<file path="config.mk">
export PLATFORM = sky130hd
export DESIGN_NAME = smoothstep_rgbw_fade_engine_unit
export DESIGN_NICKNAME = d
export VERILOG_FILES = /design/src/design/srfe_pkg.sv /design/src/design/srfe_div.sv /design/src/design/srfe_mulq.sv /design/src/design/smoothstep_rgbw_fade_engine_unit.sv
export SDC_FILE = /design/constraint.sdc
export NUM_CORES = 2
export LEC_CHECK = 0
export BUFFER_PORTS_ARGS = -buffer_cell sky130_fd_sc_hd__buf_4
export CAP_MARGIN = 5
export CORE_UTILIZATION = 40
export DETAILED_ROUTE_END_ITERATION = 10
export PLACE_DENSITY = 0.62
export SLEW_MARGIN = 15
export SYNTH_ARGS = -nofsm -noshare
export SYNTH_HDL_FRONTEND = slang
export SYNTH_SLANG_ARGS = --single-unit
</file>
<file path="constraint.sdc">
create_clock -name clk -period 13.9 [get_ports clk]
set_input_delay 0.695 -clock clk [delete_from_list [all_inputs] [get_ports clk]]
set_output_delay 0.695 -clock clk [all_outputs]
set_load 0.005 [all_outputs]
</file>
<file path="src/design/srfe_pkg.sv">
`default_nettype none

package srfe_pkg;

	localparam int CH_W    = 10;
	localparam int NCH     = 4;
	localparam int STEP_W  = 8;
	localparam int FP_W    = 16;
	localparam int MUL_W   = 18;
	localparam int PROD_W  = 34;
	localparam int ADDR_W  = 5;
	localparam int DATA_W  = 32;

	// highest channel level; targets above it are clamped on entry
	localparam int LEVEL_MAX = 1023;

	// 3 * 65535, the constant term of the (3 - 2t) factor of the smoothstep polynomial
	localparam logic [MUL_W-1:0] FP_THREE = 18'd196605;

	localparam logic [1:0] KIND_ONOFF = 2'd0;
	localparam logic [1:0] KIND_LEVEL = 2'd1;
	localparam logic [1:0] KIND_COLOR = 2'd2;
	localparam logic [1:0] KIND_SPARE = 2'd3;

	localparam logic [2:0] REG_FADE_EN     = 3'd0;
	localparam logic [2:0] REG_STEPS_ON    = 3'd1;
	localparam logic [2:0] REG_STEPS_OFF   = 3'd2;
	localparam logic [2:0] REG_STEPS_LEVEL = 3'd3;
	localparam logic [2:0] REG_STEPS_COLOR = 3'd4;

	localparam logic [STEP_W-1:0] RST_STEPS_ON    = 8'd50;
	localparam logic [STEP_W-1:0] RST_STEPS_OFF   = 8'd35;
	localparam logic [STEP_W-1:0] RST_STEPS_LEVEL = 8'd32;
	localparam logic [STEP_W-1:0] RST_STEPS_COLOR = 8'd65;

	typedef logic [NCH-1:0][CH_W-1:0] color_t;

	typedef enum logic [2:0] {
		S_IDLE,
		S_DIV,
		S_ISSUE,
		S_WAIT,
		S_EMIT
	} seq_state_t;

	typedef enum logic [1:0] {
		OP_T2,
		OP_S,
		OP_CH
	} mul_op_t;

	typedef struct packed {
		logic              go;
		logic [STEP_W-1:0] step;
		logic [STEP_W-1:0] total;
	} div_req_t;

	typedef struct packed {
		logic            done;
		logic [FP_W-1:0] quo;
	} div_rsp_t;

	typedef struct packed {
		logic             go;
		logic [MUL_W-1:0] a;
		logic [MUL_W-1:0] b;
	} mul_req_t;

	typedef struct packed {
		logic            done;
		logic [FP_W-1:0] q;
	} mul_rsp_t;

endpackage

`default_nettype wire

</file>
<file path="src/design/srfe_div.sv">
`default_nettype none

module srfe_div (
	input  wire logic               clk,
	input  wire logic               arst_n,
	input  wire srfe_pkg::div_req_t req,
	output srfe_pkg::div_rsp_t      rsp
);
	import srfe_pkg::*;

	logic              busy_q;
	logic              done_q;
	logic [3:0]        cnt_q;
	logic [STEP_W-1:0] rem_q;
	logic [STEP_W-1:0] dvs_q;
	logic [FP_W-1:0]   num_q;

	logic [STEP_W+FP_W-1:0] dividend;
	logic [STEP_W:0]        trial;
	logic                   ge;
	logic [STEP_W-1:0]      rem_nx;

	// step * 65535; the top byte is already below the divisor, so 16 steps suffice
	assign dividend = {req.step, {FP_W{1'b0}}} - {{FP_W{1'b0}}, req.step};
	assign trial    = {rem_q, num_q[FP_W-1]};
	assign ge       = trial >= {1'b0, dvs_q};
	assign rem_nx   = ge ? STEP_W'(trial - {1'b0, dvs_q}) : trial[STEP_W-1:0];

	always_ff @(posedge clk or negedge arst_n) begin
		if (!arst_n) begin
			busy_q <= 1'b0;
			done_q <= 1'b0;
			cnt_q  <= '0;
		end else begin
			done_q <= 1'b0;
			if (req.go) begin
				busy_q <= 1'b1;
				cnt_q  <= '0;
			end else if (busy_q) begin
				cnt_q <= cnt_q + 4'd1;
				if (cnt_q == 4'(FP_W - 1)) begin
					busy_q <= 1'b0;
					done_q <= 1'b1;
				end
			end
		end
	end

	always_ff @(posedge clk) begin
		if (req.go) begin
			rem_q <= dividend[STEP_W+FP_W-1:FP_W];
			num_q <= dividend[FP_W-1:0];
			dvs_q <= req.total;
		end else if (busy_q) begin
			rem_q <= rem_nx;
			num_q <= {num_q[FP_W-2:0], ge};
		end
	end

	assign rsp.done = done_q;
	assign rsp.quo  = num_q;

endmodule

`default_nettype wire

</file>
<file path="src/design/srfe_mulq.sv">
`default_nettype none

module srfe_mulq (
	input  wire logic               clk,
	input  wire logic               arst_n,
	input  wire srfe_pkg::mul_req_t req,
	output srfe_pkg::mul_rsp_t      rsp
);
	import srfe_pkg::*;

	// floor(x / 65535): fold the high part twice, then one correction
	function automatic logic [MUL_W:0] div_fp_one(input logic [PROD_W-1:0] x);
		logic [MUL_W:0] r1;
		logic [2:0]     hi2;
		logic [FP_W:0]  r2;
		logic           c;
		r1  = {1'b0, x[PROD_W-1:FP_W]} + {3'b0, x[FP_W-1:0]};
		hi2 = r1[MUL_W:FP_W];
		r2  = {1'b0, r1[FP_W-1:0]} + {14'b0, hi2};
		c   = r2 >= 17'd65535;
		return {1'b0, x[PROD_W-1:FP_W]} + {16'b0, hi2} + {18'b0, c};
	endfunction

	logic              valid_s1;
	logic              valid_s2;
	logic [PROD_W-1:0] prod_s1;
	logic [FP_W-1:0]   q_s2;
	logic [PROD_W-1:0] prod;

	assign prod = {{(PROD_W-MUL_W){1'b0}}, req.a} * {{(PROD_W-MUL_W){1'b0}}, req.b};

	always_ff @(posedge clk or negedge arst_n) begin
		if (!arst_n) begin
			valid_s1 <= 1'b0;
			valid_s2 <= 1'b0;
		end else begin
			valid_s1 <= req.go;
			valid_s2 <= valid_s1;
		end
	end

	always_ff @(posedge clk) begin
		prod_s1 <= prod;
		q_s2    <= FP_W'(div_fp_one(prod_s1));
	end

	assign rsp.done = valid_s2;
	assign rsp.q    = q_s2;

endmodule

`default_nettype wire

</file>
<file path="src/design/smoothstep_rgbw_fade_engine_unit.sv">
// Channel   Handshake                       Payload
// item      item_valid / item_stall (in)    cmd, fade_kind, restart, light_on, target_*
// result    result_valid / result_stall     out_red, out_green, out_blue, out_white, fading
// config    APB write/read, pready tied     paddr, pwdata, prdata
//
// A blended frame (tick or retarget) takes the item, runs the restoring divider
// (16 iterations, then a done strobe), makes six passes of the shared multiply and
// divide-by-65535 unit, then loads the result. Fade start, fade end and fade disabled
// go straight from idle to the result load; idle ticks and dropped retargets give none.
// Reset clears the colour state and loads the register defaults; a stalled result
// holds in the output register, and the next item is taken while it waits.
`default_nettype none

module smoothstep_rgbw_fade_engine_unit (
	input  wire logic                           clk,
	input  wire logic                           arst_n,

	input  wire logic                           psel,
	input  wire logic                           penable,
	input  wire logic                           pwrite,
	input  wire logic [srfe_pkg::ADDR_W-1:0]    paddr,
	input  wire logic [srfe_pkg::DATA_W-1:0]    pwdata,
	output logic      [srfe_pkg::DATA_W-1:0]    prdata,
	output logic                                pready,

	input  wire logic                           item_valid,
	output logic                                item_stall,
	input  wire logic                           cmd,
	input  wire logic [1:0]                     fade_kind,
	input  wire logic                           restart,
	input  wire logic                           light_on,
	input  wire logic [srfe_pkg::CH_W-1:0]      target_red,
	input  wire logic [srfe_pkg::CH_W-1:0]      target_green,
	input  wire logic [srfe_pkg::CH_W-1:0]      target_blue,
	input  wire logic [srfe_pkg::CH_W-1:0]      target_white,

	output logic                                result_valid,
	input  wire logic                           result_stall,
	output logic      [srfe_pkg::CH_W-1:0]      out_red,
	output logic      [srfe_pkg::CH_W-1:0]      out_green,
	output logic      [srfe_pkg::CH_W-1:0]      out_blue,
	output logic      [srfe_pkg::CH_W-1:0]      out_white,
	output logic                                fading
);
	import srfe_pkg::*;

	localparam int CH_MAX = (1 << CH_W) - 1;
	localparam logic [CH_W-1:0] LVL_CAP = CH_W'((LEVEL_MAX > CH_MAX) ? CH_MAX : LEVEL_MAX);

	function automatic logic [CH_W-1:0] clamp_lvl(input logic [CH_W-1:0] v);
		return (v > LVL_CAP) ? LVL_CAP : v;
	endfunction

	// configuration
	logic              fade_en_q;
	logic [STEP_W-1:0] steps_on_q;
	logic [STEP_W-1:0] steps_off_q;
	logic [STEP_W-1:0] steps_level_q;
	logic [STEP_W-1:0] steps_color_q;
	logic [2:0]        reg_idx;
	logic              cfg_wr;

	// fade state
	seq_state_t        state_q, state_d;
	color_t            shown_q, shown_d;
	color_t            start_q, start_d;
	color_t            goal_q, goal_d;
	logic [1:0]        kind_q, kind_d;
	logic [STEP_W-1:0] step_q, step_d;
	logic [STEP_W-1:0] total_q, total_d;
	logic              active_q, active_d;
	logic              fading_q, fading_d;

	// blend working registers
	mul_op_t           op_q, op_d;
	logic [1:0]        ch_q, ch_d;
	logic [FP_W-1:0]   t_q, t_d;
	logic [FP_W-1:0]   t2_q, t2_d;
	logic [FP_W-1:0]   s_q, s_d;

	// result register
	logic              res_valid_q;
	color_t            res_color_q;
	logic              res_fading_q;
	logic              slot_free;

	color_t            tgt;
	logic [1:0]        kind_n;
	logic [STEP_W-1:0] steps_n;
	logic              ch_up;
	logic [CH_W-1:0]   ch_diff;
	logic [CH_W-1:0]   ch_q10;

	div_req_t          div_req;
	div_rsp_t          div_rsp;
	mul_req_t          mul_req;
	mul_rsp_t          mul_rsp;

	srfe_div u_div (
		.clk    (clk),
		.arst_n (arst_n),
		.req    (div_req),
		.rsp    (div_rsp)
	);

	srfe_mulq u_mulq (
		.clk    (clk),
		.arst_n (arst_n),
		.req    (mul_req),
		.rsp    (mul_rsp)
	);

	// ---------------- configuration port ----------------
	assign pready  = 1'b1;
	assign reg_idx = paddr[ADDR_W-1:2];
	assign cfg_wr  = psel && penable && pwrite && pready;

	always_ff @(posedge clk or negedge arst_n) begin
		if (!arst_n) begin
			fade_en_q     <= 1'b1;
			steps_on_q    <= RST_STEPS_ON;
			steps_off_q   <= RST_STEPS_OFF;
			steps_level_q <= RST_STEPS_LEVEL;
			steps_color_q <= RST_STEPS_COLOR;
		end else if (cfg_wr) begin
			case (reg_idx)
				REG_FADE_EN:     fade_en_q     <= pwdata[0];
				REG_STEPS_ON:    steps_on_q    <= pwdata[STEP_W-1:0];
				REG_STEPS_OFF:   steps_off_q   <= pwdata[STEP_W-1:0];
				REG_STEPS_LEVEL: steps_level_q <= pwdata[STEP_W-1:0];
				REG_STEPS_COLOR: steps_color_q <= pwdata[STEP_W-1:0];
				default: ;
			endcase
		end
	end

	always_comb begin
		case (reg_idx)
			REG_FADE_EN:     prdata = {{(DATA_W-1){1'b0}}, fade_en_q};
			REG_STEPS_ON:    prdata = {{(DATA_W-STEP_W){1'b0}}, steps_on_q};
			REG_STEPS_OFF:   prdata = {{(DATA_W-STEP_W){1'b0}}, steps_off_q};
			REG_STEPS_LEVEL: prdata = {{(DATA_W-STEP_W){1'b0}}, steps_level_q};
			REG_STEPS_COLOR: prdata = {{(DATA_W-STEP_W){1'b0}}, steps_color_q};
			default:         prdata = '0;
		endcase
	end

	// ---------------- input decode ----------------
	assign tgt[0] = clamp_lvl(target_red);
	assign tgt[1] = clamp_lvl(target_green);
	assign tgt[2] = clamp_lvl(target_blue);
	assign tgt[3] = clamp_lvl(target_white);

	assign kind_n = (fade_kind == KIND_SPARE) ? KIND_LEVEL : fade_kind;

	always_comb begin
		priority if (kind_n == KIND_ONOFF)
			steps_n = light_on ? steps_on_q : steps_off_q;
		else if (kind_n == KIND_COLOR)
			steps_n = steps_color_q;
		else
			steps_n = steps_level_q;
	end

	assign ch_up   = goal_q[ch_q] >= start_q[ch_q];
	assign ch_diff = ch_up ? goal_q[ch_q] - start_q[ch_q] : start_q[ch_q] - goal_q[ch_q];
	assign ch_q10  = mul_rsp.q[CH_W-1:0];

	assign slot_free  = !res_valid_q || !result_stall;
	assign item_stall = state_q != S_IDLE;

	// ---------------- operand select for the shared unit ----------------
	always_comb begin
		mul_req.go = state_q == S_ISSUE;
		unique case (op_q)
			OP_T2: begin
				mul_req.a = {2'b0, t_q};
				mul_req.b = {2'b0, t_q};
			end
			OP_S: begin
				mul_req.a = {2'b0, t2_q};
				mul_req.b = FP_THREE - {1'b0, t_q, 1'b0};
			end
			OP_CH: begin
				mul_req.a = MUL_W'(ch_diff);
				mul_req.b = {2'b0, s_q};
			end
			default: begin
				mul_req.a = '0;
				mul_req.b = '0;
			end
		endcase
	end

	// ---------------- sequencer ----------------
	always_comb begin
		state_d  = state_q;
		shown_d  = shown_q;
		start_d  = start_q;
		goal_d   = goal_q;
		kind_d   = kind_q;
		step_d   = step_q;
		total_d  = total_q;
		active_d = active_q;
		fading_d = fading_q;
		op_d     = op_q;
		ch_d     = ch_q;
		t_d      = t_q;
		t2_d     = t2_q;
		s_d      = s_q;

		unique case (state_q)
			S_IDLE: begin
				if (item_valid) begin
					if (!cmd) begin
						if (active_q) begin
							step_d = step_q + 8'd1;
							if (step_d >= total_q) begin
								active_d = 1'b0;
								shown_d  = goal_q;
								fading_d = 1'b0;
								state_d  = S_EMIT;
							end else begin
								fading_d = 1'b1;
								state_d  = S_DIV;
							end
						end
					end else if (!fade_en_q) begin
						active_d = 1'b0;
						shown_d  = tgt;
						fading_d = 1'b0;
						state_d  = S_EMIT;
					end else begin
						goal_d = tgt;
						if (kind_n == KIND_COLOR && active_q && kind_q == KIND_COLOR
								&& !restart) begin
							// retarget: keep start and step, only the goal moves
							if (shown_q == tgt) begin
								active_d = 1'b0;
							end else if (total_q != '0) begin
								fading_d = 1'b1;
								state_d  = S_DIV;
							end
						end else begin
							if (!active_q || restart || kind_q != kind_n)
								start_d = shown_q;
							kind_d = kind_n;
							if (start_d == tgt) begin
								active_d = 1'b0;
								shown_d  = tgt;
								fading_d = 1'b0;
							end else begin
								// first frame of a fresh fade is the start colour
								step_d   = '0;
								total_d  = (steps_n == '0) ? 8'd1 : steps_n;
								active_d = 1'b1;
								shown_d  = start_d;
								fading_d = 1'b1;
							end
							state_d = S_EMIT;
						end
					end
				end
			end
			S_DIV: begin
				if (div_rsp.done) begin
					t_d     = div_rsp.quo;
					op_d    = OP_T2;
					state_d = S_ISSUE;
				end
			end
			S_ISSUE: begin
				state_d = S_WAIT;
			end
			S_WAIT: begin
				if (mul_rsp.done) begin
					unique case (op_q)
						OP_T2: begin
							t2_d    = mul_rsp.q;
							op_d    = OP_S;
							state_d = S_ISSUE;
						end
						OP_S: begin
							s_d     = mul_rsp.q;
							op_d    = OP_CH;
							ch_d    = '0;
							state_d = S_ISSUE;
						end
						OP_CH: begin
							shown_d[ch_q] = ch_up ? start_q[ch_q] + ch_q10
								: start_q[ch_q] - ch_q10;
							if (ch_q == 2'(NCH - 1)) begin
								state_d = S_EMIT;
							end else begin
								ch_d    = ch_q + 2'd1;
								state_d = S_ISSUE;
							end
						end
						default: state_d = S_IDLE;
					endcase
				end
			end
			S_EMIT: begin
				if (slot_free)
					state_d = S_IDLE;
			end
			default: state_d = S_IDLE;
		endcase

		div_req.go    = (state_q == S_IDLE) && (state_d == S_DIV);
		div_req.step  = step_d;
		div_req.total = total_q;
	end

	always_ff @(posedge clk or negedge arst_n) begin
		if (!arst_n) begin
			state_q  <= S_IDLE;
			shown_q  <= '0;
			start_q  <= '0;
			goal_q   <= '0;
			kind_q   <= KIND_ONOFF;
			step_q   <= '0;
			total_q  <= '0;
			active_q <= 1'b0;
		end else begin
			state_q  <= state_d;
			shown_q  <= shown_d;
			start_q  <= start_d;
			goal_q   <= goal_d;
			kind_q   <= kind_d;
			step_q   <= step_d;
			total_q  <= total_d;
			active_q <= active_d;
		end
	end

	always_ff @(posedge clk) begin
		fading_q <= fading_d;
		op_q     <= op_d;
		ch_q     <= ch_d;
		t_q      <= t_d;
		t2_q     <= t2_d;
		s_q      <= s_d;
	end

	// ---------------- result register ----------------
	always_ff @(posedge clk or negedge arst_n) begin
		if (!arst_n) begin
			res_valid_q <= 1'b0;
		end else if (state_q == S_EMIT && slot_free) begin
			res_valid_q <= 1'b1;
		end else if (!result_stall) begin
			res_valid_q <= 1'b0;
		end
	end

	always_ff @(posedge clk) begin
		if (state_q == S_EMIT && slot_free) begin
			res_color_q  <= shown_q;
			res_fading_q <= fading_q;
		end
	end

	assign result_valid = res_valid_q;
	assign out_red      = res_color_q[0];
	assign out_green    = res_color_q[1];
	assign out_blue     = res_color_q[2];
	assign out_white    = res_color_q[3];
	assign fading       = res_fading_q;

`ifndef SYNTH
	a_busy_needs_fade: assert property (@(posedge clk) disable iff (!arst_n)
		(state_q == S_DIV || state_q == S_ISSUE || state_q == S_WAIT) |-> active_q)
		else $error("blend running without an active fade");

	a_active_total: assert property (@(posedge clk) disable iff (!arst_n)
		active_q |-> (total_q != '0))
		else $error("active fade with zero step count");

	a_active_step: assert property (@(posedge clk) disable iff (!arst_n)
		active_q |-> (step_q < total_q))
		else $error("active fade step not below total");

	a_result_source: assert property (@(posedge clk) disable iff (!arst_n)
		(state_q != S_EMIT && !res_valid_q) |=> !res_valid_q)
		else $error("result loaded outside the emit state");
`endif

endmodule

`default_nettype wire
</file>
==> parameters.txt <==
Parameter                              Value

Worst setup path
  Most prevalent standard cell on the critical path    fa_1
  Biggest cell delay along the critical path    just over 600 ps
  Class of the most critical setup path    reg2reg
  FF-to-FF Start    ch_q[0]
  Family with the most delay on the worst path    adder cells
  Crit path arrival time    ~11000 ps
  Worst setup slack for register-to-register paths    3370 ps
  Standard cell with the maximum stage delay on the critical path    mux4_2
  Capture point of the worst reg-to-reg path    u_mulq.prod_s1[29]
  Number of cells on the worst reg-to-reg path    38
  Crit path launch type    flip-flop
  Buffering stage count on the worst path with inverters included    8
  CP required    roughly 14000 ps
  Setup crit end kind    flip-flop
  CP max FO    24

Cells and area
  Number of antenna cells inserted    0
  Signed area change from the synthesized netlist to the final layout    10.9%
  Post-layout util    44.9%
  Nets    3731
  Most used cells in the layout excluding fill and tap cells    inv_1 (385), nand2_1 (300), nor2_1 (286), fa_1 (230), ha_1 (182)
  Commonest non-fill, non-tap cell in the layout    inv_1
  Share of layout cells above drive strength 1    12.7%
  Non-Filler Instances    ~4200
  Cell area after layout    ~0.034 sq mm

CTS
  Clock buffer count from CTS    approximately 40
  CTS root buffer    clkbuf_16
  CTS max path bufs    3
  Setup repair bufs after CTS    0
  Number of H-tree levels    2
  Hold buffers post-CTS    0
  Post-CTS clock slew at the launch and capture registers of the worst setup and hold paths    60 ps
  Quantity of gates resized following cts    0
  Clock latency on the worst-skew pair    about 600 ps
  Count of clock tree sinks    360
  Clock tree from TritonCTS    done

STA
  Worst setup slack after layout    about 3400 ps
  Count of final max-slew check failures    0
  Setup Skew    about 32 ps
  Final clock period utilization by the worst path    75.8%
  Setup repair after global routing missed its margin    false
  Setup TNS after final layout    0 ps
  Number of endpoints failing setup at the final stage    0
  Tmin final    about 11000 ps
  Number of hold violations in the final report    0
  Highest clock rate    94.9 MHz
  Rel. slew slack    roughly 26%
  Worst hold margin    a little over 70 ps
  Slew at the pin with the worst max-slew slack    around 1100 ps

GRT
  Antenna violations before repair    0
  GRT Overall Usage    between 20% and 30%
  Grt total ovfl    0
  Largest net degree at the start of global routing    74
  First-pass GRT wire length    ~130000 um
  Number of global-route vias before repair    ~23000

Synthesis
  Syn avg cell area    a little under 10 sq um
  Post-synthesis instance area    roughly 0.03 sq mm
  Number of enable flip-flop cells after synthesis    126
  Gate count of the mapped netlist    roughly 3200
  Top flip-flop cell by instance count after synthesis    dfrtp_1
  Adder and majority gate portion of the synthesized area    22.7%
  Area share of xor/xnor cells in the synthesized design    around 5%
  Async set-reset flop share out of synthesis    51.1%
  Flops & latches, synth    360
  Post-synthesis cell type count    93
  Multiplexer fraction of the synthesized cell area    8.27%
  Synth Warn #    0
  Synth Area in Simple Gates    between 10% and 20%
  Largest family of logic cells by synthesized area    adder cells
  Portion of the post-synthesis area used by sequential elements    31.1%
  Area fraction in compound gates after synthesis    12.1%

Place
  Post-Place Cell Area    between 0.03 and 0.04 sq mm
  Routability cong.    between 0.9 and 1
  IO buf count    between 100 and 150
  Half-perimeter wire length after detailed placement    64900 um
  Post-placement cell count    a little over 4000
  Pre-CTS setup slack    3380 ps

Detailed routing
  Antenna-violating nets left    0
  DRC violation count after routing    0
  Routed len/inst    20.6 um
  Routed via count divided by cell count    roughly 5.5
  Initial DRT Pass Iterations    6
  First DRT Iteration DRCs    approximately 1900
  Wire length after detailed routing    between 80000 and 90000 um
  Vias after detailed routing    23400

Flow run
  Max-cap check violation count    0

Floorplan
  Total die area    0.0768 sq mm
  Floorplan row count    100
  Die span in x    277 um
  Number of placed I/O pins    165
  Die extent in y    ~280 um
  Starting utilization of the core area    40.5%
  Core area    about 0.075 sq mm

Run status
  Run status    finished clean

Power
  VDD IR-drop max    just under 0.08 mV
  Total power    ~2.4 mW
  Power per cell area    approximately 73 mW/mm^2
  Leakage power    about 15 nW

Hold path
  Class of the tightest hold or removal check    in2async
metal layers:
layer / vias to the layer above / wire, um / track usage (%)
li1: 10800 / - / -
met1: 11600 / 37400 / 30.7
met2: 858 / 40600 / 36.7
met3: 160 / 6130 / 3.53
met4: 0 / 2880 / 7.58
met5: - / 0 / 0
worst max path at each step:
stage | depth (start not counted) | end | slack, ps | start
final | 38 | u_mulq.prod_s1[29] | 3370 | ch_q[0]
after global routing | 40 | u_mulq.prod_s1[29] | 2670 | ch_q[0]
after CTS | 38 | u_mulq.prod_s1[29] | 3360 | ch_q[0]
after detailed placement | 38 | u_mulq.prod_s1[29] | 3380 | ch_q[0]
after global placement | 38 | u_mulq.prod_s1[29] | 3440 | ch_q[0]
after floorplan | 37 | u_mulq.prod_s1[31] | 3830 | ch_q[0]
power by group:
part | internal [mW] | switching [mW] | leakage [nW] | total, mW
sequential | 1.11 | 0.0151 | 3.98 | 1.13
combinational | 0.0709 | 0.0920 | 10.1 | 0.163
clock | 0.661 | 0.483 | 0.684 | 1.14
cell type report:
cell class	count	area (sq um)
well taps	969	1210
repair buffers	157	1180
inverters	386	1450
clock buffers	52	1100
multi-input cells	2284	18900
flip-flops and latches	360	9400
clock inverters	24	298
fillers	7195	41100
cell families after synthesis:
kind of cell	count (synthesis)
buffers and inverters	532
XOR/XNOR	178
adder cells (fa/ha/maj)	412
multiplexers	211
AO/OA/AOI/OAI	558
AND/OR/NAND/NOR	900
other	2
flip-flops	360
synthesized netlist by cell type (all sizes together) (16+ instances only):
master	instances	area, sq um
inv	386	1450
nand2	300	1130
nor2	290	1100
fa	230	4600
ha	182	2280
a21oi	175	880
dfrtp	174	4350
edfxtp	126	3780
mux2	113	1270
o21ai	101	513
clkbuf	93	349
xnor2	91	797
xor2	87	762
mux2i	78	781
buf	53	309
dfxtp	50	1000
nor2b	46	288
a21o	45	338
nor3	43	238
nand3	39	195
nand2b	34	213
and2	27	169
nand4	25	156
a31oi	23	150
o21a	23	173
o22ai	21	131
mux4	20	450
a211oi	19	148
nor4	17	121
or3	17	106
or2	16	100
flip-flops by register name, summed over array words and instances (netlist names), 10 cells and up:
signal,flops
u_mulq.q_s2,16
start_q,40
t2_q,16
u_mulq.prod_s1,34
t_q,16
s_q,16
out_red,10
shown_q,40
u_div.num_q,16
goal_q,40
out_white,10
out_green,10
out_blue,10
Note: power is estimated with default switching activity, not from simulation.
